<file path="src/design/ufd_pkg.sv">
`timescale 1ns / 1ps
`default_nettype none
// ----------------------------------------------------------------------------
// ufd_pkg
// Shared widths and types for the unsigned fractional divider.
// ----------------------------------------------------------------------------
package ufd_pkg;

	// Port field widths (fixed by the interface)
	localparam int unsigned FIELD_WIDTH = 32;
	localparam int unsigned QUOT_WIDTH  = 64;

	// Operand width actually used by the datapath (8..32)
	localparam int unsigned OPERAND_WIDTH = 32;

	// One restoring step per stage, one quotient bit each
	localparam int unsigned STAGES = 2 * OPERAND_WIDTH;

	// Work carried down the stage chain
	typedef struct packed {
		logic [OPERAND_WIDTH-1:0]   num;  // dividend bits still to shift in, MSB first
		logic [OPERAND_WIDTH-1:0]   den;  // divisor
		logic [OPERAND_WIDTH-1:0]   rem;  // partial remainder
		logic [2*OPERAND_WIDTH-1:0] quo;  // quotient bits so far
	} ufd_work_t;

endpackage : ufd_pkg
`default_nettype wire

</file>
<file path="src/design/ufd_stage.sv">
`timescale 1ns / 1ps
`default_nettype none
// ----------------------------------------------------------------------------
// ufd_stage
// One restoring division step: shift in a dividend bit, trial-subtract the
// divisor, keep or restore, and register the result with its valid bit.
// ----------------------------------------------------------------------------
module ufd_stage (
	input  wire logic               clk,
	input  wire logic               arst_n,
	input  wire logic               en,
	input  wire logic               up_valid,
	input  wire ufd_pkg::ufd_work_t up,
	output logic                    dn_valid,
	output ufd_pkg::ufd_work_t      dn
);
	import ufd_pkg::*;

	logic [OPERAND_WIDTH:0]   shifted;
	logic [OPERAND_WIDTH+1:0] diff;
	logic                     ge;
	ufd_work_t                nxt;
	logic                     valid_s1;
	ufd_work_t                work_s1;

	// Trial subtract; borrow bit tells whether the divisor fits
	always_comb begin
		shifted = {up.rem, up.num[OPERAND_WIDTH-1]};
		diff    = {1'b0, shifted} - {2'b00, up.den};
		ge      = ~diff[OPERAND_WIDTH+1];
		nxt.num = up.num << 1;
		nxt.den = up.den;
		nxt.rem = ge ? diff[OPERAND_WIDTH-1:0] : shifted[OPERAND_WIDTH-1:0];
		nxt.quo = {up.quo[2*OPERAND_WIDTH-2:0], ge};
	end

	// Valid bit
	always_ff @(posedge clk or negedge arst_n) begin
		if (!arst_n) begin
			valid_s1 <= 1'b0;
		end else if (en) begin
			valid_s1 <= up_valid;
		end
	end

	// Payload, loaded only for a live item
	always_ff @(posedge clk) begin
		if (en && up_valid) begin
			work_s1 <= nxt;
		end
	end

	assign dn_valid = valid_s1;
	assign dn       = work_s1;

endmodule : ufd_stage
`default_nettype wire

</file>
<file path="config.mk">
export PLATFORM = sky130hd
export DESIGN_NAME = ufd_stage
export DESIGN_NICKNAME = d
export VERILOG_FILES = /design/src/design/ufd_pkg.sv /design/src/design/ufd_stage.sv
export SDC_FILE = /design/constraint.sdc
export NUM_CORES = 1
export LEC_CHECK = 0
export BUFFER_PORTS_ARGS = -buffer_cell sky130_fd_sc_hd__clkbuf_2
export CORE_MARGIN = 10
export CORE_UTILIZATION = 47
export DETAILED_ROUTE_END_ITERATION = 6
export MAX_ROUTING_LAYER = met4
export PLACE_DENSITY = 0.87
export SKIP_LAST_GASP = 1
export SYNTH_ARGS = -nofsm -noshare
export SYNTH_HDL_FRONTEND = slang
export SYNTH_SLANG_ARGS = --single-unit
</file>
<file path="constraint.sdc">
create_clock -name clk -period 0.9 [get_ports clk]
set_input_delay 0.18 -clock clk [delete_from_list [all_inputs] [get_ports clk]]
set_output_delay 0.18 -clock clk [all_outputs]
set_load 0.02 [all_outputs]
</file>
==> out/results.txt, run 1 <==
Result of the run: complete, but fails checks
Failing checks: setup timing
Min-delay worst type: in -> reg
Slew HR: 63.6%
Initial antenna violation count: 12
Number of instances in the synthesized netlist: 484
Ratio of final minimum period to clock period: 283%
Most common cell after layout, fill and taps aside: edfxtp_1
Number of sinks driven by the clock tree: 160
Combinational power share: 28.4%
Crit path kind: in -> reg
DIE WIDTH: 144 um
Avg Vias per Cell: 6.02
Achievable Freq: 393 MHz
Switching fraction of total power: 31.0%
Worst setup timing slack at the placement stage: -2.11 ns
CTS Root Cell: clkbuf_16
Estimated wirelength of the detail-placed design: 19.8 mm
Maximum root-to-sink buffer count: 2
Port-buffer cells: 322
Initial Utilization: 47.6%
Pin count of the biggest net entering global routing: 56
Reg-to-Reg Start: dn_valid
Share of the yosys chip area belonging to registers: 66.5%
Reported max-cap violation count: 0
TritonCTS clock tree: built
Fraction of power consumed by sequential logic: 38.7%
Setup Viol. Count Final: 194
Pre-Repair DR Iteration Count: 5
Mapped Area: 7220 um2
Number of cells on the worst hold path: 2
Clock transition at path regs: 0.07 ns
Skew-Pair Late Insertion Delay: 0.45 ns
Core Region: 15100 um2
Syn avg cell area: 14.9 um2
Site row count: 45
Measured slew at the worst slew-check pin: 0.541 ns
Final estimated routing congestion in global placement: 0.944
Static leakage: 5.96 nW
Share of flip-flops with an asynchronous set or reset after synthesis: 0.625%
Warnings, synthesis: 0
Overall Power: 0.0240 W
Level count of the clock H-tree: 4
Overall via count from detail_route: 7862
Largest fanout on the critical path: 8
Number of max-slew violations in the final report: 0
Unique masters post-synth: 57
First DRT Iteration DRCs: 935
Total Die Area: 20700 um2
Synthesis-to-finish area growth: 87.0%
Reg-to-reg setup timing slack: -0.05 ns
Number of hold violations in the final report: 0
Net count of the mapped netlist: 681
Maximum vdd ir drop: 1.39 mV
DRC violation count after routing: 0
Clock tree skew after final layout: 0 ns
Required arrival time at the worst endpoint: 1.08 ns
# nets final: 1285
WL/cell: 30.9 um
Ports placed on the boundary: 325
Fraction of layout cells with a size suffix above 1: 54.2%
EDFF count, synth: 159
Clock network power share: 32.9%
Final cell utilization of the core: 89.1%
Power Density: 1780 nW/um2
Setup repair after global routing missed its margin: yes
Crit path time final: 2.55 ns
Minimum setup slack in the final design: -1.65 ns
Clock buffer count from CTS: 17
Seq cells post-synth: 160
Type of element launching the critical path: primary input
Leading cell types in the layout, fill and taps excluded: 159 x edfxtp_1, 150 x clkbuf_2, 144 x buf_6
Global-route wire length before repair: 44.2 mm
Detailed Route WL: 40.3 mm
Top_reg_cell synth: edfxtp_1
Critical Path End Type: flop
Int Pwr: 0.0166 W
Power dissipated by switching net loads: 0.00745 W
Worst hold slack after final layout: 0.0180 ns
Die height: 144 um
Hold_sp: up[113]
Aggregate global-route resource usage: 29.6%
Via count of the first global-routing pass: 7411
Arr. time, crit path: 2.73 ns
Terminating pin of the worst hold path: dn[113]
Final global-route overflow total: 0
Number of cell instances on the worst register-to-register path: 2
Detail Route Antenna Nets: 0
Endpoint of the lowest-slack register-to-register path: dn_valid
-- flip-flops by register name, summed over array words and instances (netlist names) --
register	flops
dn	159
dn_valid	1
-- kinds of logic after synthesis --
group           share of synthesized area, %
xor+xnor                                2.91
fa+ha+maj                               5.83
simple gates                            5.86
flops                                   66.5
compound gates                          9.33
mux                                     6.50
buf+inv                                 3.02
other cells                           0.0520
-- cell type report --
type / instances / area (um2)
antenna: 16 / 40.0
clock inverter: 14 / 169
fill: 552 / 1650
inverter: 39 / 171
clock buffer: 18 / 429
multi-input combinational: 276 / 2570
timing repair buffer: 594 / 5080
tap: 188 / 235
sequential: 160 / 4800
-- layer usage --
metal  routed length [um]  up-vias  share of wire (%)  track usage [%]
met2                20000      792                 50             52.3
met1                12300     3736                 31             28.7
met4                 3410        0                8.4             16.4
met5                    0        -                  0                -
li1                     -     3063                  -                -
met3                 4600      271                 11             8.38
-- metrics by stage --
step / std cells / TNS, ns / cell area (um2)
finish: 1305 / -96.51 / 13500
global route: 1303 / -100.77 / 13500
CTS: 1276 / -87.57 / 12300
detailed placement: 1107 / -95.71 / 10100
global placement: 1107 / -89.33 / 10100
floorplan: 484 / -190.67 / 7350
-- worst max-delay path, stage by stage --
cell and delay [ns]:
clkbuf_2 0.10, inv_1 0.10, ha_1 0.31, nor2b_2 0.23, o2111ai_2 0.18, a21oi_2 0.28
nor2_4 0.08, o21bai_4 0.18, a21oi_4 0.08, a31oi_4 0.24, buf_12 0.16, buf_16 0.12
buf_12 0.14, mux2_4 0.32
-- how the worst max path moves through the flow --
stage                  from  endpoint  slack, ns  cells past startpoint
floorplan           up[117]    dn[67]      -1.77                     12
global placement    up[159]    dn[92]      -1.99                     13
detailed placement  up[159]    dn[92]      -2.11                     13
CTS                 up[159]    dn[92]      -1.48                     13
global route         up[97]    dn[90]      -1.73                     14
finish               up[97]    dn[90]      -1.65                     14
-- power by group through the flow --
| stage | Sequential, W | Clock, W | Combinational (W) |
|---|---|---|---|
| floorplan | 0.00994 | 0 | 0.00188 |
| global placement | 0.00919 | 0 | 0.00448 |
| detailed placement | 0.00923 | 0 | 0.00461 |
| CTS | 0.00908 | 0.00740 | 0.00550 |
| global route | 0.00931 | 0.00808 | 0.00704 |
| finish | 0.00930 | 0.00790 | 0.00683 |
-- synth_stat cells, drive strengths merged, types with 6 or more instances --
master    n  area share (%)
nand2    24             1.2
o21ai    18             1.2
ha       32             5.5
o21a      7            0.73
a21oi    32             2.3
xor2      7            0.85
nor3      7            0.49
a21o      7            0.73
buf       9            0.99
nor2     16            0.83
mux2     28             5.7
and3      6            0.52
xnor2    17             2.1
mux2i     6            0.83
inv      39             2.0
edfxtp  159              66
-- what timing repair did --
action,CTS,global route
pin swaps,21,21
setup buffers,19,16
cloned,1,0
endpoints found under the setup margin,193,194
endpoints found under the hold margin,117,1
hold buffers,117,1
gates resized for setup,68,485
No activity file was read; power rests on OpenSTA's default activity.
==> run 2, diff against run 1 <==
- REMOVE_ABC_BUFFERS: not set -> 1
==> out/results.txt, run 2 (synthesized netlist as in run 1, its figures left out) <==
Level count of the clock H-tree: 4 (unchanged)
Initial Utilization: 47.6% (unchanged)
Worst hold slack after final layout: 0.0508 ns (+0.0327 ns)
Core Region: 15100 um2 (unchanged)
Number of cells on the worst hold path: 2 (unchanged)
Number of hold violations in the final report: 0 (unchanged)
Pre-Repair DR Iteration Count: 6 (+1)
Most common cell after layout, fill and taps aside: edfxtp_1
Endpoint of the lowest-slack register-to-register path: dn_valid
Type of element launching the critical path: primary input
Overall via count from detail_route: 8296 (+5.5%)
Ports placed on the boundary: 325 (unchanged)
Standard cell with the maximum stage delay on the critical path: a21oi_1
Ratio of final minimum period to clock period: 298% (+15 points)
Reg-to-Reg Start: dn_valid
Port-buffer cells: 322 (unchanged)
Via count of the first global-routing pass: 7742 (+4.5%)
Clock transition at path regs: 0.07 ns (about the same)
Failing checks: setup timing
Total of fill cells in the finished design: 520 (-5.8%)
Number of cell instances on the worst register-to-register path: 2 (unchanged)
CTS Root Cell: clkbuf_16
Clock buffer count from CTS: 17 (unchanged)
Leading cell types in the layout, fill and taps excluded: 159 x edfxtp_1, 156 x clkbuf_2, 151 x buf_4
Arr. time, crit path: 2.87 ns (+0.14 ns)
Min-delay worst type: in -> reg
Setup repair after global routing missed its margin: yes
Avg Vias per Cell: 6.29 (+4.4%)
Achievable Freq: 373 MHz (-5.0%)
Static leakage: 6.03 nW (+1.2%)
Required arrival time at the worst endpoint: 1.09 ns (about the same)
Hold_sp: up[107]
Maximum vdd ir drop: 1.38 mV (-0.81%)
DRC violation count after routing: 0 (unchanged)
Largest fanout on the critical path: 3 (-5)
Synthesis-to-finish area growth: 89.1%
Power Density: 1810 nW/um2 (+1.4%)
Overall Power: 0.0246 W (+2.6%)
Die height: 144 um (unchanged)
Crit path time final: 2.68 ns (+0.134 ns)
Number of flip-flops in the largest register: 159 (unchanged)
Clock tree skew after final layout: 0 ns (unchanged)
Pin count of the biggest net entering global routing: 51 (-8.9%)
First DRT Iteration DRCs: 1179 (+26%)
Slew HR: 63.5% (-0.11 points)
Reg-to-reg setup timing slack: -0.15 ns (-0.10 ns)
Final global-route overflow total: 0 (unchanged)
Setup Viol. Count Final: 194 (unchanged)
Estimated wirelength of the detail-placed design: 19.7 mm (-0.20%)
Number of max-slew violations in the final report: 0 (unchanged)
Aggregate global-route resource usage: 31.0% (+1.4 points)
Measured slew at the worst slew-check pin: 0.545 ns (+0.00337 ns)
Number of sinks driven by the clock tree: 160 (unchanged)
Critical Path End Type: flop
Detailed Route WL: 44.9 mm (+11%)
Ordered cell list for the critical path: clkbuf_2, inv_1, ha_1, or3_1, a21oi_1, o31ai_4, o41a_1, a41oi_2, o21ai_1, a21boi_1, mux2_4
Global-route wire length before repair: 46.1 mm (+4.4%)
Total placed instance area: 10000 um2 (-1.0%)
DIE WIDTH: 144 um (unchanged)
Crit path kind: in -> reg
Result of the run: complete, but fails checks
Biggest cell delay along the critical path: 0.44 ns (+0.12 ns)
Final TNS setup: -102.76 ns (-6.24 ns)
Terminating pin of the worst hold path: dn[107]
Site row count: 45 (unchanged)
Skew-Pair Late Insertion Delay: 0.44 ns (about the same)
TritonCTS clock tree: built
Minimum setup slack in the final design: -1.78 ns (-0.134 ns)
Detail Route Antenna Nets: 0 (unchanged)
Reported max-cap violation count: 0 (unchanged)
Maximum root-to-sink buffer count: 2 (unchanged)
Final estimated routing congestion in global placement: 0.950 (+0.59%)
Post-Layout Inst Area: 13700 um2 (+1.2%)
Total Die Area: 20700 um2 (unchanged)
WL/cell: 34.1 um (+10%)
# nets final: 1296 (+0.86%)
Initial antenna violation count: 13 (+1)
Fraction of layout cells with a size suffix above 1: 55.5% (+1.3 points)
run 2: layer usage:
| metal | track usage [%] | part of all wire, % | vias up |
|---|---|---|---|
| li1 | - | - | 3095 |
| met1 | 29.1 | 30 | 3856 |
| met2 | 56.0 | 47 | 1016 |
| met3 | 7.95 | 14 | 329 |
| met4 | 17.9 | 9.6 | 0 |
| met5 | - | 0 | - |
run 2: layout make-up:
type | instances | area (um2) | share of cell area [%]
Clock buffer | 18 | 429 | 3.14
Inverter | 39 | 154 | 1.13
Antenna cell | 19 | 47.5 | 0.348
Clock inverter | 14 | 173 | 1.26
Tap cell | 188 | 235 | 1.72
Sequential cell | 160 | 4800 | 35.2
Multi-Input combinational cell | 276 | 2640 | 19.4
Timing Repair Buffer | 605 | 5170 | 37.9
run 2: power breakdown:
group | internal (W) | switching, W | leakage, nW | total [W]
logic | 0.00355 | 0.00368 | 4.24 | 0.00723
clock network | 0.00421 | 0.00388 | 0.288 | 0.00810
registers | 0.00891 | 0.000404 | 1.50 | 0.00932
total | 0.0167 | 0.00796 | 6.03 | 0.0246
run 2: how the worst max path moves through the flow:
stage,startpoint,end,cells after the start
finish,up[102],dn[92],11
global placement,up[159],dn[92],13
floorplan,up_valid,dn[0],1
global route,up[97],dn[93],15
detailed placement,up[159],dn[92],13
CTS,up[159],dn[88],13
run 2: critical path: cells and delay by family:
family                     cells  cell delay (ns)
AOI/OAI and AO/OA              6             1.54
and+or+nand+nor                1             0.37
adders and majority gates      1             0.34
muxes                          1             0.26
buffers and inverters          2             0.17
run 2: per-stage QoR:
step	utilization, %	instances	worst slack (ns)
after CTS	83.5	1294	-1.49
final	90.1	1319	-1.78
after global routing	90.1	1317	-1.78
after detailed placement	66.1	1114	-2.19
after floorplan	-	475	-3.44
after global placement	66.1	1114	-2.11
run 2: repair_timing:
item	4_1_cts	5_1_grt
setup buffers	26	8
gates cloned	3	0
pin swaps	30	17
hold endpoints to repair	120	0
gates resized for setup	123	450
setup endpoints to repair	193	194
hold buffers	120	0
==> run 3, diff against run 2 <==
- GPL_ROUTABILITY_DRIVEN: not set -> 0
- REMOVE_ABC_BUFFERS: 1 -> not set
- SETUP_SLACK_MARGIN: not set -> 0.02
==> out/results.txt, run 3 (synthesized netlist as in run 1, its figures left out) <==
Result of the run: complete, but fails checks
Failing checks: DRC, setup timing
Combinational power share: 29.1% (-0.2 points)
Final global-route overflow total: 0 (unchanged)
Int Pwr: 0.0161 W (-3.5%)
Setup repair after global routing missed its margin: yes
Overall Power: 0.0239 W (-2.9%)
Arr. time, crit path: 2.88 ns (about the same)
Maximum vdd ir drop: 1.56 mV (+13%)
Site row count: 45 (unchanged)
Setup Viol. Count Final: 194 (unchanged)
Crit path time final: 2.64 ns (-0.0462 ns)
DRC violation count after routing: 1 (+1)
Clock network power share: 31.9% (-1.0 points)
Leading cell types in the layout, fill and taps excluded: 159 x edfxtp_1, 150 x clkbuf_2, 139 x buf_6
Measured slew at the worst slew-check pin: 0.539 ns (-0.00623 ns)
Clock tree skew after final layout: 0 ns (unchanged)
First DRT Iteration DRCs: 1258 (+6.7%)
Die height: 144 um (unchanged)
Number of flip-flops in the largest register: 159 (unchanged)
Estimated wirelength of the detail-placed design: 19.9 mm (+0.91%)
Port-buffer cells: 322 (unchanged)
Reported max-cap violation count: 0 (unchanged)
Number of sinks driven by the clock tree: 160 (unchanged)
Slew HR: 63.8% (+0.27 points)
Crit path kind: in -> reg
Min-delay worst type: in -> reg
Avg Vias per Cell: 6.25 (-0.65%)
Maximum root-to-sink buffer count: 2 (unchanged)
Number of hold violations in the final report: 0 (unchanged)
Critical Path End Type: flop
Switching fraction of total power: 32.7% (+0.39 points)
Pre-Repair DR Iteration Count: 7 (+1)
Power dissipated by switching net loads: 0.00783 W (-1.7%)
Synthesis-to-finish area growth: 86.7%
Power Density: 1780 nW/um2 (-1.6%)
Overall via count from detail_route: 8211 (-1.0%)
Number of max-slew violations in the final report: 0 (unchanged)
Most common cell after layout, fill and taps aside: edfxtp_1
Final non-filler cell total: 1314 (-0.38%)
Skew-Pair Late Insertion Delay: 0.45 ns (about the same)
Total Die Area: 20700 um2 (unchanged)
# nets final: 1283 (-1.0%)
Level count of the clock H-tree: 4 (unchanged)
Initial antenna violation count: 13 (unchanged)
Initial Utilization: 47.6% (unchanged)
CTS Root Cell: clkbuf_16
Detail Route Antenna Nets: 0 (unchanged)
Clock buffer count from CTS: 17 (unchanged)
Via count of the first global-routing pass: 7517 (-2.9%)
Largest fanout on the critical path: 5 (+2)
Static leakage: 5.94 nW (-1.5%)
Core Region: 15100 um2 (unchanged)
Ratio of final minimum period to clock period: 293% (-5.1 points)
WL/cell: 33.0 um (-3.2%)
Pin count of the biggest net entering global routing: 52 (+2.0%)
Placed instance count: 1109 (-0.45%)
Final TNS setup: -101.75 ns (+1.00 ns)
Fraction of power consumed by sequential logic: 39.0% (+1.2 points)
DIE WIDTH: 144 um (unchanged)
Aggregate global-route resource usage: 29.5% (-1.6 points)
Ports placed on the boundary: 325 (unchanged)
Detailed Route WL: 43.3 mm (-3.6%)
Total placed instance area: 10100 um2 (+1.1%)
Global-route wire length before repair: 43.5 mm (-5.6%)
Total of fill cells in the finished design: 547 (+5.2%)
Minimum setup slack in the final design: -1.74 ns (+0.0462 ns)
Fraction of layout cells with a size suffix above 1: 54.0% (-1.4 points)
Post-Layout Inst Area: 13500 um2 (-1.3%)
Type of element launching the critical path: primary input
Clock transition at path regs: 0.08 ns (about the same)
Worst setup timing slack at the placement stage: -2.11 ns (+0.0823 ns)
Achievable Freq: 379 MHz (+1.8%)
TritonCTS clock tree: built
Required arrival time at the worst endpoint: 1.14 ns (+0.05 ns)
[run 3: changes by cell type in the layout (fill, tap and decap cells not counted), moves of 5 or more]
| cell | delta |
|---|---|
| buf_6 | +5 |
| diode_2 | +8 |
| inv_2 | -7 |
| clkbuf_8 | -6 |
| buf_4 | -16 |
| buf_2 | +10 |
| inv_8 | +5 |
| clkbuf_2 | -6 |
[run 3: per-layer routing]
| layer | share of wire [%] | GRT usage (%) | up-vias |
|---|---|---|---|
| met5 | 0 | - | - |
| met1 | 30 | 29.3 | 3826 |
| met4 | 10 | 16.4 | 0 |
| met2 | 47 | 51.0 | 962 |
| li1 | - | - | 3071 |
| met3 | 13 | 8.38 | 352 |
[run 3: cell type report]
| class | count | area [um2] | share of cell area [%] |
|---|---|---|---|
| flip-flops and latches | 160 | 4800 | 35.6 |
| well taps | 188 | 235 | 1.75 |
| repair buffers | 592 | 5060 | 37.5 |
| clock inverters | 14 | 143 | 1.06 |
| multi-input cells | 276 | 2570 | 19.1 |
| clock buffers | 18 | 429 | 3.19 |
| inverters | 39 | 169 | 1.25 |
| diodes | 27 | 67.6 | 0.501 |
[run 3: power by group through the flow]
stage                     registers [W]  clock network (W)  logic, W
after global routing            0.00935            0.00785   0.00711
final                           0.00933            0.00764   0.00696
after CTS                       0.00908            0.00705   0.00553
after floorplan                 0.00994                  0   0.00188
after detailed placement        0.00924                  0   0.00460
after global placement          0.00920                  0   0.00445
[run 3: worst max-delay path, stage by stage]
cell and delay (ns):
clkbuf_2 0.13, ha_4 0.19, buf_4 0.15, buf_4 0.14
nor2b_2 0.22, o2111ai_2 0.27, a21oi_2 0.28, nor2_4 0.08
o21bai_4 0.17, a21oi_2 0.08, a31oi_4 0.20, buf_6 0.17
clkbuf_16 0.17, buf_6 0.10, mux2i_1 0.33
[run 3: through the flow]
stage,utilization [%],hold WS (ns)
after floorplan,-,-0.116
after global placement,66.8,-0.0446
after detailed placement,66.8,-0.0433
after CTS,81.5,0.00686
after global routing,88.9,0.0107
final,89.0,0.00552
[run 3: path summary, 6_finish.rpt]
kind / slack, ns / depth (start not counted) / from / end
max: -1.74 / 15 / up[96] / dn[74]
min: 0.006 / 2 / up[113] / dn[113]
max reg2reg: -0.04 / 2 / dn_valid / dn_valid
min reg2reg: 0.71 / 2 / dn_valid / dn_valid
max in group asynchronous: 0.70 / 2 / arst_n / dn_valid
min in group asynchronous: 0.11 / 2 / arst_n / dn_valid
[run 3: what timing repair did]
| item | in CTS | in global routing |
|---|---|---|
| endpoints found under the hold margin | 117 | 1 |
| buffers inserted | 21 | 5 |
| endpoints found under the setup margin | 193 | 194 |
| hold buffers | 117 | 1 |
| pin swaps | 14 | 17 |
| resized for setup | 69 | 478 |
| cloned | 2 | 1 |
