`src/design/ufd_pkg.sv`:
```
`timescale 1ns / 1ps
`default_nettype none
// ----------------------------------------------------------------------------
// ufd_pkg
// Shared widths and types for the unsigned fractional divider.
// ----------------------------------------------------------------------------
package ufd_pkg;

	// Port field widths (fixed by the interface)
	localparam int unsigned FIELD_WIDTH = 32;
	localparam int unsigned QUOT_WIDTH  = 64;

	// Operand width actually used by the datapath (8..32)
	localparam int unsigned OPERAND_WIDTH = 32;

	// One restoring step per stage, one quotient bit each
	localparam int unsigned STAGES = 2 * OPERAND_WIDTH;

	// Work carried down the stage chain
	typedef struct packed {
		logic [OPERAND_WIDTH-1:0]   num;  // dividend bits still to shift in, MSB first
		logic [OPERAND_WIDTH-1:0]   den;  // divisor
		logic [OPERAND_WIDTH-1:0]   rem;  // partial remainder
		logic [2*OPERAND_WIDTH-1:0] quo;  // quotient bits so far
	} ufd_work_t;

endpackage : ufd_pkg
`default_nettype wire

```
`src/design/ufd_out_if.sv`:
```
`timescale 1ns / 1ps
`default_nettype none
// ----------------------------------------------------------------------------
// ufd_out_if
// Result channel: valid/ready handshake carrying the 32.32 quotient.
// ----------------------------------------------------------------------------
interface ufd_out_if;
	logic                           valid;
	logic                           ready;
	logic [ufd_pkg::QUOT_WIDTH-1:0] quotient;

	modport source (output valid, output quotient, input ready);
	modport sink   (input valid, input quotient, output ready);
endinterface : ufd_out_if
`default_nettype wire

```
`src/design/ufd_out_buf.sv`:
```
`timescale 1ns / 1ps
`default_nettype none
// ----------------------------------------------------------------------------
// ufd_out_buf
// Output register plus one skid entry. Gives a registered stall signal back
// to the stage chain so the result side never reaches the operand side.
// ----------------------------------------------------------------------------
module ufd_out_buf (
	input  wire logic                           clk,
	input  wire logic                           arst_n,
	input  wire logic                           push,
	input  wire logic [ufd_pkg::QUOT_WIDTH-1:0] push_data,
	output logic                                advance,
	ufd_out_if.source                           result
);
	import ufd_pkg::*;

	logic                  out_valid_q;
	logic [QUOT_WIDTH-1:0] out_data_q;
	logic                  skid_valid_q;
	logic [QUOT_WIDTH-1:0] skid_data_q;
	logic                  taken;

	assign taken   = out_valid_q & result.ready;
	assign advance = ~skid_valid_q;

	// Valid flags
	always_ff @(posedge clk or negedge arst_n) begin
		if (!arst_n) begin
			out_valid_q  <= 1'b0;
			skid_valid_q <= 1'b0;
		end else if (taken) begin
			if (skid_valid_q) begin
				skid_valid_q <= 1'b0;
			end else begin
				out_valid_q <= push;
			end
		end else if (!out_valid_q) begin
			out_valid_q <= push;
		end else if (push) begin
			skid_valid_q <= 1'b1;
		end
	end

	// Data; skid only fills while the output holds an untaken result
	always_ff @(posedge clk) begin
		if (taken && skid_valid_q) begin
			out_data_q <= skid_data_q;
		end else if (push && (taken || !out_valid_q)) begin
			out_data_q <= push_data;
		end
		if (push && out_valid_q && !taken) begin
			skid_data_q <= push_data;
		end
	end

	assign result.valid    = out_valid_q;
	assign result.quotient = out_data_q;

	// Skid only holds an item while the output register is full
	a_skid_needs_out: assert property (@(posedge clk) disable iff (!arst_n)
		skid_valid_q |-> out_valid_q)
		else $error("skid entry holds an item while the output register is empty");

	// Skid fills only when a result was stalled
	a_skid_fill: assert property (@(posedge clk) disable iff (!arst_n)
		$rose(skid_valid_q) |-> $past(out_valid_q && !result.ready))
		else $error("skid entry filled without a stalled result");

	// A pushed result is never dropped
	a_push_lands: assert property (@(posedge clk) disable iff (!arst_n)
		push |=> out_valid_q)
		else $error("result pushed from the stage chain was lost");

endmodule : ufd_out_buf
`default_nettype wire

```
`src/flat_wrapper.sv`:
```
// flat-port wrapper written by rule: the top's interface ports become plain ports
module ufd_out_buf_flat import ufd_pkg::*;
  (clk, arst_n, push, push_data, advance, result_valid, result_quotient, result_ready);
  ufd_out_if result_i ();
  input  wire logic clk;
  input  wire logic arst_n;
  input  wire logic push;
  input  wire logic [ufd_pkg::QUOT_WIDTH-1:0] push_data;
  output logic advance;
  output wire logic [$bits(result_i.valid)-1:0] result_valid;
  output wire logic [$bits(result_i.quotient)-1:0] result_quotient;
  input wire logic [$bits(result_i.ready)-1:0] result_ready;
  assign result_valid = result_i.valid;
  assign result_quotient = result_i.quotient;
  assign result_i.ready = result_ready;
  ufd_out_buf u_core (.clk(clk), .arst_n(arst_n), .push(push), .push_data(push_data), .advance(advance), .result(result_i));
endmodule
```
`config.mk`:
```
export PLATFORM = sky130hd
export DESIGN_NAME = ufd_out_buf_flat
export DESIGN_NICKNAME = d
export VERILOG_FILES = /design/src/design/ufd_pkg.sv /design/src/design/ufd_out_if.sv /design/src/design/ufd_out_buf.sv /design/src/flat_wrapper.sv
export SDC_FILE = /design/constraint.sdc
export NUM_CORES = 1
export LEC_CHECK = 0
export ABC_CLOCK_PERIOD_IN_PS = 5400
export BUFFER_PORTS_ARGS = -buffer_cell sky130_fd_sc_hd__buf_2
export CELL_PAD_IN_SITES_DETAIL_PLACEMENT = 1
export CELL_PAD_IN_SITES_GLOBAL_PLACEMENT = 1
export CORE_MARGIN = 10
export CORE_UTILIZATION = 43
export DETAILED_ROUTE_END_ITERATION = 12
export PLACE_DENSITY_LB_ADDON = 0.1
export SLEW_MARGIN = 15
export SYNTH_ARGS = -nofsm -noshare
export SYNTH_HDL_FRONTEND = slang
export SYNTH_SLANG_ARGS = --single-unit
```
`constraint.sdc`:
```
create_clock -name clk -period 5.4 [get_ports clk]
set_clock_uncertainty 0.05 [all_clocks]
set_input_delay 1.08 -clock clk [delete_from_list [all_inputs] [get_ports clk]]
set_output_delay 1.08 -clock clk [all_outputs]
set_load 0.02 [all_outputs]
```
==> results of run 1 <==
through the flow:
stage          total power, mW  area (µm²)  setup slack [ns]  instances
2_1_floorplan            1.416        4740            0.5929        210
3_3_place_gp             1.517        5552             2.298        479
3_5_place_dp             1.523        5552             2.265        479
4_1_cts                  2.718        6180             2.810        511
5_1_grt                  2.785        6180             2.705        511
6_report                 2.681        6180             2.823        511
final cells by class:
type | count | area [µm²] | share of cell area, %
Clock buffer | 20 | 445.4 | 7.208
Clock inverter | 12 | 182.7 | 2.956
Inverter | 2 | 7.507 | 0.1215
Multi-Input combinational cell | 72 | 794.5 | 12.86
Sequential cell | 130 | 3894 | 63.01
Tap cell | 140 | 175.2 | 2.835
Timing Repair Buffer | 135 | 680.7 | 11.01
placed cells by master (no fill, tap or decap):
cell,count
mux2_2,59
and3_2,1
clkinv_2,1
mux2_1,4
a21oi_1,3
nand2b_1,1
clkinv_4,4
nand3_4,1
clkbuf_8,3
mux2_4,1
clkinvlp_4,3
dfrtp_1,2
clkbuf_16,16
a21oi_4,1
edfxtp_1,128
bufinv_16,4
a21o_1,1
clkbuf_1,1
inv_1,2
buf_2,133
buf_4,2
power breakdown:
group | internal, mW | switching [mW] | total (mW)
combinational | 0.100 | 0.163 | 0.263
clock | 0.776 | 0.411 | 1.19
sequential | 1.21 | 0.0247 | 1.23
worst max-delay path, stage by stage:
cell	delay, ns
buf_2	0.14
inv_1	0.10
a21oi_4	0.73
buf_4	0.59
kinds of logic after synthesis:
group | after synthesis | share of synthesized area (%)
compound gates | 5 | 0.5809
buf+inv | 8 | 1.346
flops | 130 | 82.15
mux | 64 | 15.29
simple gates | 3 | 0.6338
state kept, by name (all words and copies together), names as in the netlist:
register and flops:
u_core.result.quotient 64, u_core.result.valid 1, u_core.skid_data_q 64, u_core.skid_valid_q 1
worst paths after layout:
kind / start / to / slack [ns] / depth (start not counted)
worst max-delay path: result_ready / u_core.result.quotient[61] / 2.82 / 4
worst min-delay path: arst_n / u_core.skid_valid_q / 0.29 / 1
worst max register to register: u_core.result.valid / u_core.result.quotient[61] / 2.95 / 3
worst min register to register: u_core.skid_data_q[9] / u_core.result.quotient[9] / 0.48 / 1
max in group asynchronous: arst_n / u_core.result.valid / 4.91 / 1
min in group clk: u_core.skid_data_q[9] / u_core.result.quotient[9] / 0.48 / 1
metal layers:
layer	wire, µm	vias up
li1	-	1138
met1	4336	1211
met2	4934	91
met3	742	8
met4	73	0
met5	0	-
==> results.md, run 1 <==
* Sequential share of the synthesized area at between 80% and 90%
* Routed WL at between 10000 and 15000 µm
* DR WL/cell at 19.74 µm
* RSZ-0062 raised after global routing: no
* Share of the synthesized area in the top cell type at around four fifths
* Critical Path Fanout Max at 38
* IO Pins at approximately 130
* Power Density at around 430 nW/µm²
* Share of cells above drive strength 1 at 61.73%
* HPWL after DPL at roughly 6800 µm
* Fmax at roughly 390 MHz
* Die footprint at around 16000 µm²
* Yosys warns at 0
* Clk Latency, worst-skew pair at ~0.51 ns
* Area Overhead vs Synth at 30.39%
* Syn_area_per_cell at roughly 23 µm²
* Count leader, synth: edfxtp_1
* Asr flop ratio synth at 1.538%
* Initial core utilization at a little over two fifths
* Root Buffer: clkbuf_8
* GRT met2 Usage at between 20% and 30%
* GRT Residual Overflow at 0
* Mapped Area at 4740 µm²
* Main synth FF type: edfxtp_1
* Die X at 125.0 µm
* Number of fill cells in the layout at ~1000
* Die Y at around 120 µm
* Fin crit period at about 2.6 ns
* I/O Buffers at between 100 and 150
* Initial antenna violation count at 0
* Crit path kind: input port to flop
* Worst path arrival time at around 2.7 ns
* CTS tree: built
* Flops & latches, synth at 130
* # setup viols final at 0
* WHS at approximately 0.3 ns
* Max-cap violations at 0
* Number of flops mapped to enable cells by yosys at roughly 130
* Pins Over Slew Limit at 0
* Clk sink count at 130
* Ant. Diodes at 0
* Count of different cell masters after synthesis at 13
* Met1 usage at 15.24%
* GP Congestion at about 0.69
* Vias after detailed routing at between 2000 and 2500
* Pin count of the biggest net entering global routing at between 60 and 70
* Static Leak at roughly 2.4 nW
* Clock Path Buffers at 2
* H-tree depth at 4
* CP endpoint kind: flop
* Vias in the first global route at roughly 2900
* Period utilisation layout at 47.73%
* Post-DR vias/cell at ~4.8
* GRT Max-Usage Layer: met2
* CTS clock-pin slew for the worst setup and hold paths at ~0.06 ns
* CTS Hold Bufs at 0
* TritonCTS Buffers at 17
* First-pass GRT wire length at 15910 µm
* DRT Pass-1 Iters at 4
* Core Util, Final at 57.26%
* Iteration-0 DRC Markers at around 180
* Final net count at 426
* Worst rel slew slack at between 30% and 40%
* Num rows at 38
* Top cells by area, synth: edfxtp_1 81%, mux2_2 14%, dfrtp_1 1.1%, mux2_1 0.95%, buf_6 0.71%
* Core area at 10790 µm²
* CTS resizes at 0
* Yosys top cell by area: edfxtp_1
* Fin Setup TNS at 0 ns
* Worst Path Required at roughly 5.5 ns
* DRC at 0
* Worst hold-check path type: input port to async pin
* Peak supply drop at 252.8 µV
* Status: complete, no violations
* Commonest cells post-synth: 128 x edfxtp_1, 59 x mux2_2, 4 x a21oi_1, 4 x mux2_1
* GRT Resource Usage Total at 12.98%
* Net count after synthesis at about 280
* Worst-Margin Slew at 0.9535 ns
* Post-CTS Setup Repair Bufs at 0
* Gate Count Post-Synth at 210
* Post-route antenna net violation count at 0
* Final Hold Fails at 0
* Setup crit start kind: input port
* M3 GR Usage at 5.492%
Note: power is estimated with default switching activity, not from simulation.
==> run 2: changes to the inputs <==
--- a/config.mk
+++ b/config.mk
@@ -5,12 +5,13 @@
 export SDC_FILE = /design/constraint.sdc
 export NUM_CORES = 1
 export LEC_CHECK = 0
-export ABC_CLOCK_PERIOD_IN_PS = 5400
+export ABC_AREA = 1
+export ABC_CLOCK_PERIOD_IN_PS = 2400
 export BUFFER_PORTS_ARGS = -buffer_cell sky130_fd_sc_hd__buf_2
 export CELL_PAD_IN_SITES_DETAIL_PLACEMENT = 1
 export CELL_PAD_IN_SITES_GLOBAL_PLACEMENT = 1
 export CORE_MARGIN = 10
-export CORE_UTILIZATION = 43
+export CORE_UTILIZATION = 42
 export DETAILED_ROUTE_END_ITERATION = 12
 export PLACE_DENSITY_LB_ADDON = 0.1
 export SLEW_MARGIN = 15
==> constraint.sdc (replaced) <==
create_clock -name clk -period 2.4 [get_ports clk]
set_clock_uncertainty 0.05 [all_clocks]
set_input_delay 0.48 -clock clk [delete_from_list [all_inputs] [get_ports clk]]
set_output_delay 0.48 -clock clk [all_outputs]
set_load 0.02 [all_outputs]
==> run 2 against run 1 <==
  * Setup slack worse by 2.5 ns
  * Critical path depth is 1 lower
  * Synthesized area is 6.0% higher
  * Cell area is 3.3% higher
  * Sequential power is 130% higher
  * Count of clock-buffer cells in the layout is 2 higher
  * Global-route usage is 3.2 points higher
  * Sequential share of layout area is 2.0 points lower
  * Clock power is 91% higher
  * Sequential cell count stayed put
  * Highest routed layer is now met5
==> results.md, run 2 <==
* Flops & latches, synth at 130 (unchanged)
* Net count after synthesis at 433 (+56%)
* CTS clock-pin slew for the worst setup and hold paths at 0.05 ns (about the same)
* Yosys warns at 0 (unchanged)
* Routed WL at 13220 µm (+31%)
* Mapped Area at 5022 µm² (+6.0%)
* Commonest cells after routing, fill and taps aside: 134 x nand2_1, 133 x buf_2, 128 x edfxtp_1
* Net Switching at 1.448 mW (+140%)
* Ant. Diodes at 0 (unchanged)
* Final net count at 570 (+34%)
* Clk Latency, worst-skew pair at 0.41 ns (-0.10 ns)
* Worst path arrival time at 1.57 ns (-1.10 ns)
* Die Y at 129.4 µm (+3.5%)
* Worst-Margin Slew at 0.4988 ns (-0.4546 ns)
* Iteration-0 DRC Markers at 253 (+45%)
* IO Pins at 134 (unchanged)
* Initial antenna violation count at 1 (+1)
* Number of flops mapped to enable cells by yosys at 128 (unchanged)
* GRT Residual Overflow at 0 (unchanged)
* Critical Path Fanout Max at 45 (+18%)
* Clk sink count at 130 (unchanged)
* Commonest cells post-synth: 135 x nand2_1, 128 x edfxtp_1, 64 x nand4_1, 13 x buf_2, 8 x buf_4
* Critical path's slowest cell: buf_4
* Initial core utilization at 43.43% (-0.49 points)
* Power Density at 906.3 nW/µm² (+110%)
* RSZ-0062 raised after global routing: no
* GRT Resource Usage Total at 16.15% (+3.2 points)
* TritonCTS Buffers at 17 (unchanged)
* Count leader, synth: nand2_1
* Die footprint at 16730 µm² (+7.1%)
* GP Congestion at 0.7487 (+8.4%)
* Worst rel slew slack at 66.75% (+30 points)
* CP endpoint kind: output pin
* Post-DR vias/cell at 5.394 (+13%)
* Gate Count Post-Synth at 365 (+74%)
* Num rows at 39 (+2.6%)
* DRC at 0 (unchanged)
* Main synth FF type: edfxtp_1
* H-tree depth at 4 (unchanged)
* Post-CTS Setup Repair Bufs at 0 (unchanged)
* Fmax at around 480 MHz
* CP max stage delay at 0.44 ns (-0.29 ns)
* Core area at 11560 µm² (+7.2%)
* Yosys top cell by area: edfxtp_1
* Max-cap violations at 0 (unchanged)
* Share of the synthesized area in the top cell type at 76.53% (-4.6 points)
* Vias in the first global route at 4036 (+39%)
* Syn_area_per_cell at 13.76 µm² (-39%)
* Vias after detailed routing at 3549 (+45%)
* Worst hold-check path type: input port to flop
* Pin count of the biggest net entering global routing at 46 (-29%)
* Count of different cell masters after synthesis at 13 (unchanged)
* Clock power frac at 39.3% (-4.9 points)
* I/O Buffers at 133 (unchanged)
* Flop pwr share at 48.1% (+2.1 points)
* WHS at 0.2101 ns (-0.08301 ns)
* Total power at 5.786 mW (+120%)
* Worst Path Required at 1.87 ns (-3.62 ns)
* Period utilisation layout at between 80% and 90%
* Share of cells above drive strength 1 at 33.59% (-28 points)
* Fin Setup TNS at 0 ns (unchanged)
* Int Power at 4.339 mW (+110%)
* CTS tree: built
* Area Overhead vs Synth at 27.13%
* Top layer in use: met5
* Gate power share at 12.6% (+2.8 points)
* Root Buffer: clkbuf_16
* Crit path kind: flop to output pin
* Pins Over Slew Limit at 0 (unchanged)
* Setup crit start kind: flop
* # setup viols final at 0 (unchanged)
* Worst R2R Setup Slack at 0.56 ns (-2.39 ns)
* Post-route antenna net violation count at 0 (unchanged)
* Asr flop ratio synth at 1.538% (unchanged)
* Sw Share at 25.02% (+2.7 points)
* HPWL after DPL at 8729 µm (+28%)
* Met2 WL at 6585 µm (+33%)
* Status: complete, no violations
* Top cells by area, synth: edfxtp_1 77%, nand2_1 10%, nand4_1 8.0%, buf_2 1.3%, buf_4 1.2%
* Final Hold Fails at 0 (unchanged)
* Met1 Wirelength at 5284 µm (+22%)
* DR WL/cell at 20.08 µm (+1.8%)
* Clock Path Buffers at 2 (unchanged)
* Crit path cell chain: buf_4, inv_1, buf_2
* Sequential share of the synthesized area at 77.53% (-4.6 points)
* Die X at 129.4 µm (+3.5%)
* DRT Pass-1 Iters at 4 (unchanged)
* Peak supply drop at 445.8 µV (+76%)
* First-pass GRT wire length at 20690 µm (+30%)
* Static Leak at 2.690 nW (+14%)
* Fin crit period at about 2.1 ns
* Most common cell after layout, fill and taps aside: nand2_1
* Met3 WL at 1097 µm (+48%)
[run 2: cell types whose count changed after synthesis, moves of 4 or more]
cell      previous run  this run
nand2_1              0       135
nand4_1              0        64
mux2_2              59         0
buf_2                0        13
buf_4                3         8
a21oi_1              4         0
clkbuf_1             0         4
mux2_1               4         0
[run 2: routing by layer]
metal | vias up | GRT usage, %
met5 | - | 0
met4 | 2 | 7.224
met3 | 20 | 6.036
met2 | 128 | 27.36
met1 | 1781 | 17.82
li1 | 1618 | -
[run 2: power groups by stage]
stage / registers (mW) / clock network (mW) / logic [mW]
2_1_floorplan: 2.97 / 0 / 0.289
3_3_place_gp: 2.82 / 0 / 0.727
3_5_place_dp: 2.82 / 0 / 0.745
4_1_cts: 2.78 / 2.31 / 0.749
5_1_grt: 2.80 / 2.41 / 0.807
6_report: 2.78 / 2.27 / 0.731
[run 2: worst paths after layout]
path / cells after the start / start / end
max in group asynchronous: 2 / arst_n / u_core.skid_valid_q
min reg2reg: 2 / u_core.skid_data_q[29] / u_core.result.quotient[29]
min: 1 / push_data[0] / u_core.skid_data_q[0]
min in group asynchronous: 2 / arst_n / u_core.result.valid
max: 3 / u_core.skid_valid_q / advance
max reg2reg: 3 / u_core.result.valid / u_core.result.quotient[36]
[run 2: cells by family (layout without fill, tap and decap cells)]
| kind of cell | Yosys count | after routing | synth area share (%) |
|---|---|---|---|
| buffers and inverters | 33 | 183 | 3.986 |
| AND/OR/NAND/NOR | 202 | 202 | 18.49 |
| flip-flops | 130 | 130 | 77.53 |
[run 2: worst max-delay path, delay by kind of cell, from the launching register on]
| kind | cells | cell delay (ns) |
|---|---|---|
| buffers and inverters | 3 | 0.77 |
| flip-flops | 1 | 0.39 |
[run 2: repair_timing]
item                                   CTS  global route
hold buffers                             1             0
endpoints found under the hold margin    2             0
resized for setup                        0             0
[run 2: cell type report]
| type | count | area (µm²) |
|---|---|---|
| Inverter | 3 | 11.26 |
| Clock inverter | 10 | 67.56 |
| Fill cell | 1201 | 5180 |
| Timing Repair Buffer | 148 | 843.3 |
| Tap cell | 143 | 178.9 |
| Sequential cell | 130 | 3896 |
| Clock buffer | 22 | 444.2 |
| Multi-Input combinational cell | 202 | 943.4 |
[run 2: through the flow]
stage | util [%] | setup WS, ns | cell area [µm²] | std cells
3_5_place_dp | 50.70 | 0.2884 | 5863 | 625
3_3_place_gp | 50.70 | 0.3531 | 5863 | 625
2_1_floorplan | - | 0.1142 | 5032 | 365
5_1_grt | 55.21 | 0.1947 | 6385 | 658
4_1_cts | 55.21 | 0.2650 | 6385 | 658
6_report | 55.21 | 0.3016 | 6385 | 658
==> run 3: changes to the inputs <==
--- a/config.mk
+++ b/config.mk
@@ -6,7 +6,7 @@
 export NUM_CORES = 1
 export LEC_CHECK = 0
 export ABC_AREA = 1
-export ABC_CLOCK_PERIOD_IN_PS = 2400
+export ABC_CLOCK_PERIOD_IN_PS = 2000
 export BUFFER_PORTS_ARGS = -buffer_cell sky130_fd_sc_hd__buf_2
 export CELL_PAD_IN_SITES_DETAIL_PLACEMENT = 1
 export CELL_PAD_IN_SITES_GLOBAL_PLACEMENT = 1
==> constraint.sdc (replaced) <==
create_clock -name clk -period 2 [get_ports clk]
set_clock_uncertainty 0.05 [all_clocks]
set_input_delay 0.4 -clock clk [delete_from_list [all_inputs] [get_ports clk]]
set_output_delay 0.4 -clock clk [all_outputs]
set_load 0.02 [all_outputs]
==> run 3 against run 2 <==
  * Cell area down 0.29%
  * Die area unchanged
  * Critical path depth shrank 2
  * First-iteration DRC count grew 19%
  * Critical path type unchanged
  * Critical endpoint is now result_valid
==> results.md, run 3 (synthesis gave the netlist of run 2 again) <==
* Routed WL at 13150 µm (-0.49%)
* Vias in the first global route at 3701 (-8.3%)
* Clk sink count at 130 (unchanged)
* Pin count of the biggest net entering global routing at 44 (-4.3%)
* Worst-Margin Slew at 0.4302 ns (-0.06858 ns)
* Initial core utilization at 43.43% (unchanged)
* CTS clock-pin slew for the worst setup and hold paths at 0.06 ns (about the same)
* Clk Latency, worst-skew pair at 0.41 ns (about the same)
* Setup crit start kind: flop
* Root Buffer: clkbuf_16
* Max-cap violations at 0 (unchanged)
* CP max stage delay at 0.63 ns (+0.19 ns)
* Static Leak at 2.683 nW (-0.24%)
* TritonCTS Buffers at 17 (unchanged)
* Number of fill cells in the layout at 1223 (+1.8%)
* Pins Over Slew Limit at 0 (unchanged)
* Die X at 129.4 µm (unchanged)
* CP bufs+invs at 1 (-2)
* HPWL after DPL at 8742 µm (+0.15%)
* Final Hold Fails at 0 (unchanged)
* I/O Buffers at 133 (unchanged)
* Die Y at 129.4 µm (unchanged)
* FF-to-FF path depth at 3 (unchanged)
* Power Density at 1085 nW/µm² (+20%)
* Fin cells at 658 (unchanged)
* Num rows at 39 (unchanged)
* Final net count at 570 (unchanged)
* Post-CTS Setup Repair Bufs at 0 (unchanged)
* Crit path cell chain: buf_2
* Period utilisation layout at 87.48%
* Critical path origin: u_core.result.valid
* Worst R2R End: u_core.result.quotient[7]
* First-pass GRT wire length at 20020 µm (-3.2%)
* GP Congestion at 0.7621 (+1.8%)
* Critical path's slowest cell: dfrtp_2
* IO Pins at 134 (unchanged)
* DRC at 0 (unchanged)
* Area Overhead vs Synth at 26.76%
* Critical Path Fanout Max at 20 (-56%)
* R2R Path Start: u_core.result.valid
* Worst hold-check path type: input port to flop
* H-tree depth at 4 (unchanged)
* RSZ-0062 raised after global routing: no
* Iteration-0 DRC Markers at 302 (+19%)
* Final Cell Area at 6366 µm² (-0.29%)
* GRT Resource Usage Total at 15.72% (-0.43 points)
* Initial antenna violation count at 1 (unchanged)
* Vias after detailed routing at 3455 (-2.6%)
* GRT Residual Overflow at 0 (unchanged)
* DP Area at 5846 µm² (-0.30%)
* Worst Path Required at 1.55 ns (-0.32 ns)
* Total power at 6.906 mW (+19%)
* Fin Setup TNS at 0 ns (unchanged)
* WHS Path Cells at 1 (unchanged)
* Die footprint at 16730 µm² (unchanged)
* # setup viols final at 0 (unchanged)
* Post-route antenna net violation count at 0 (unchanged)
* DR WL/cell at 19.98 µm (-0.49%)
* Core area at 11560 µm² (unchanged)
* Placed cells at 625 (unchanged)
* Status: complete, no violations
* Crit path kind: flop to output pin
* Fin crit period at 1.750 ns
* Worst R2R Setup Slack at 0.35 ns (-0.21 ns)
* CTS resizes at 0 (unchanged)
* CTS tree: built
* Min-Delay Endpoint: u_core.skid_data_q[3]
* Fmax at 571.6 MHz
* Commonest cells after routing, fill and taps aside: 133 x nand2_1, 133 x buf_2, 128 x edfxtp_1
* Post-DR vias/cell at 5.251 (-2.6%)
* Worst rel slew slack at 71.32% (+4.6 points)
* CP endpoint kind: output pin
* Clock Path Buffers at 2 (unchanged)
* CP delay by family, top: flip-flops
* Worst path arrival time at 1.30 ns (-0.27 ns)
* Share of cells above drive strength 1 at 33.85% (+0.26 points)
* CTS Hold Bufs at 1 (unchanged)
* Peak supply drop at 565.2 µV (+27%)
* Min-delay src: push_data[3]
* DRT Pass-1 Iters at 4 (unchanged)
==> run 3: cell count changes in the layout (fill, tap and decap cells not counted) <==
cell,before,now
buf_12,5,3
buf_4,9,11
clkbuf_1,5,3
clkinv_1,6,7
diode_2,0,1
nand2_1,134,133
nand2_4,1,2
==> run 3: worst max path at each step <==
stage                                       to  slack [ns]  depth (start not counted)
floorplan                u_core.skid_data_q[0]       -0.13                          4
global placement    u_core.result.quotient[53]        0.39                          3
detailed placement  u_core.result.quotient[53]        0.36                          3
CTS                               result_valid        0.23                          1
global route                      result_valid        0.18                          1
finish                            result_valid        0.25                          1
==> run 3: routing by layer <==
metal  vias to the layer above  GRT usage, %  routed length, µm
met2                       129         26.24               6680
met4                         0         5.753                145
met1                      1696         17.82               5263
met3                        14         6.444               1060
met5                         -             0                  0
li1                       1616             -                  -
==> run 3: final cells by class <==
cell class | instances | area [µm²] | share of cell area [%]
antenna | 1 | 2.502 | 0.03931
sequential | 130 | 3896 | 61.20
tap | 143 | 178.9 | 2.811
multi-input combinational | 202 | 950.9 | 14.94
clock inverter | 11 | 71.32 | 1.120
inverter | 3 | 11.26 | 0.1769
clock buffer | 20 | 436.7 | 6.859
timing repair buffer | 148 | 818.3 | 12.85
==> run 3: through the flow <==
step                setup WS, ns  util [%]  hold slack [ns]
floorplan                -0.1315         -          0.05441
global placement          0.3944     50.55           0.1506
detailed placement        0.3647     50.55           0.1528
CTS                       0.2280     55.03           0.1121
global route              0.1805     55.03           0.1091
finish                    0.2505     55.05           0.1307
==> run 3: where the power goes <==
part	switching (mW)	total, mW	leakage [nW]	internal [mW]
registers	0.0746	3.34	1.24	3.27
clock network	1.04	2.70	0.250	1.66
logic	0.606	0.866	1.20	0.260
total	1.72	6.91	2.68	5.19
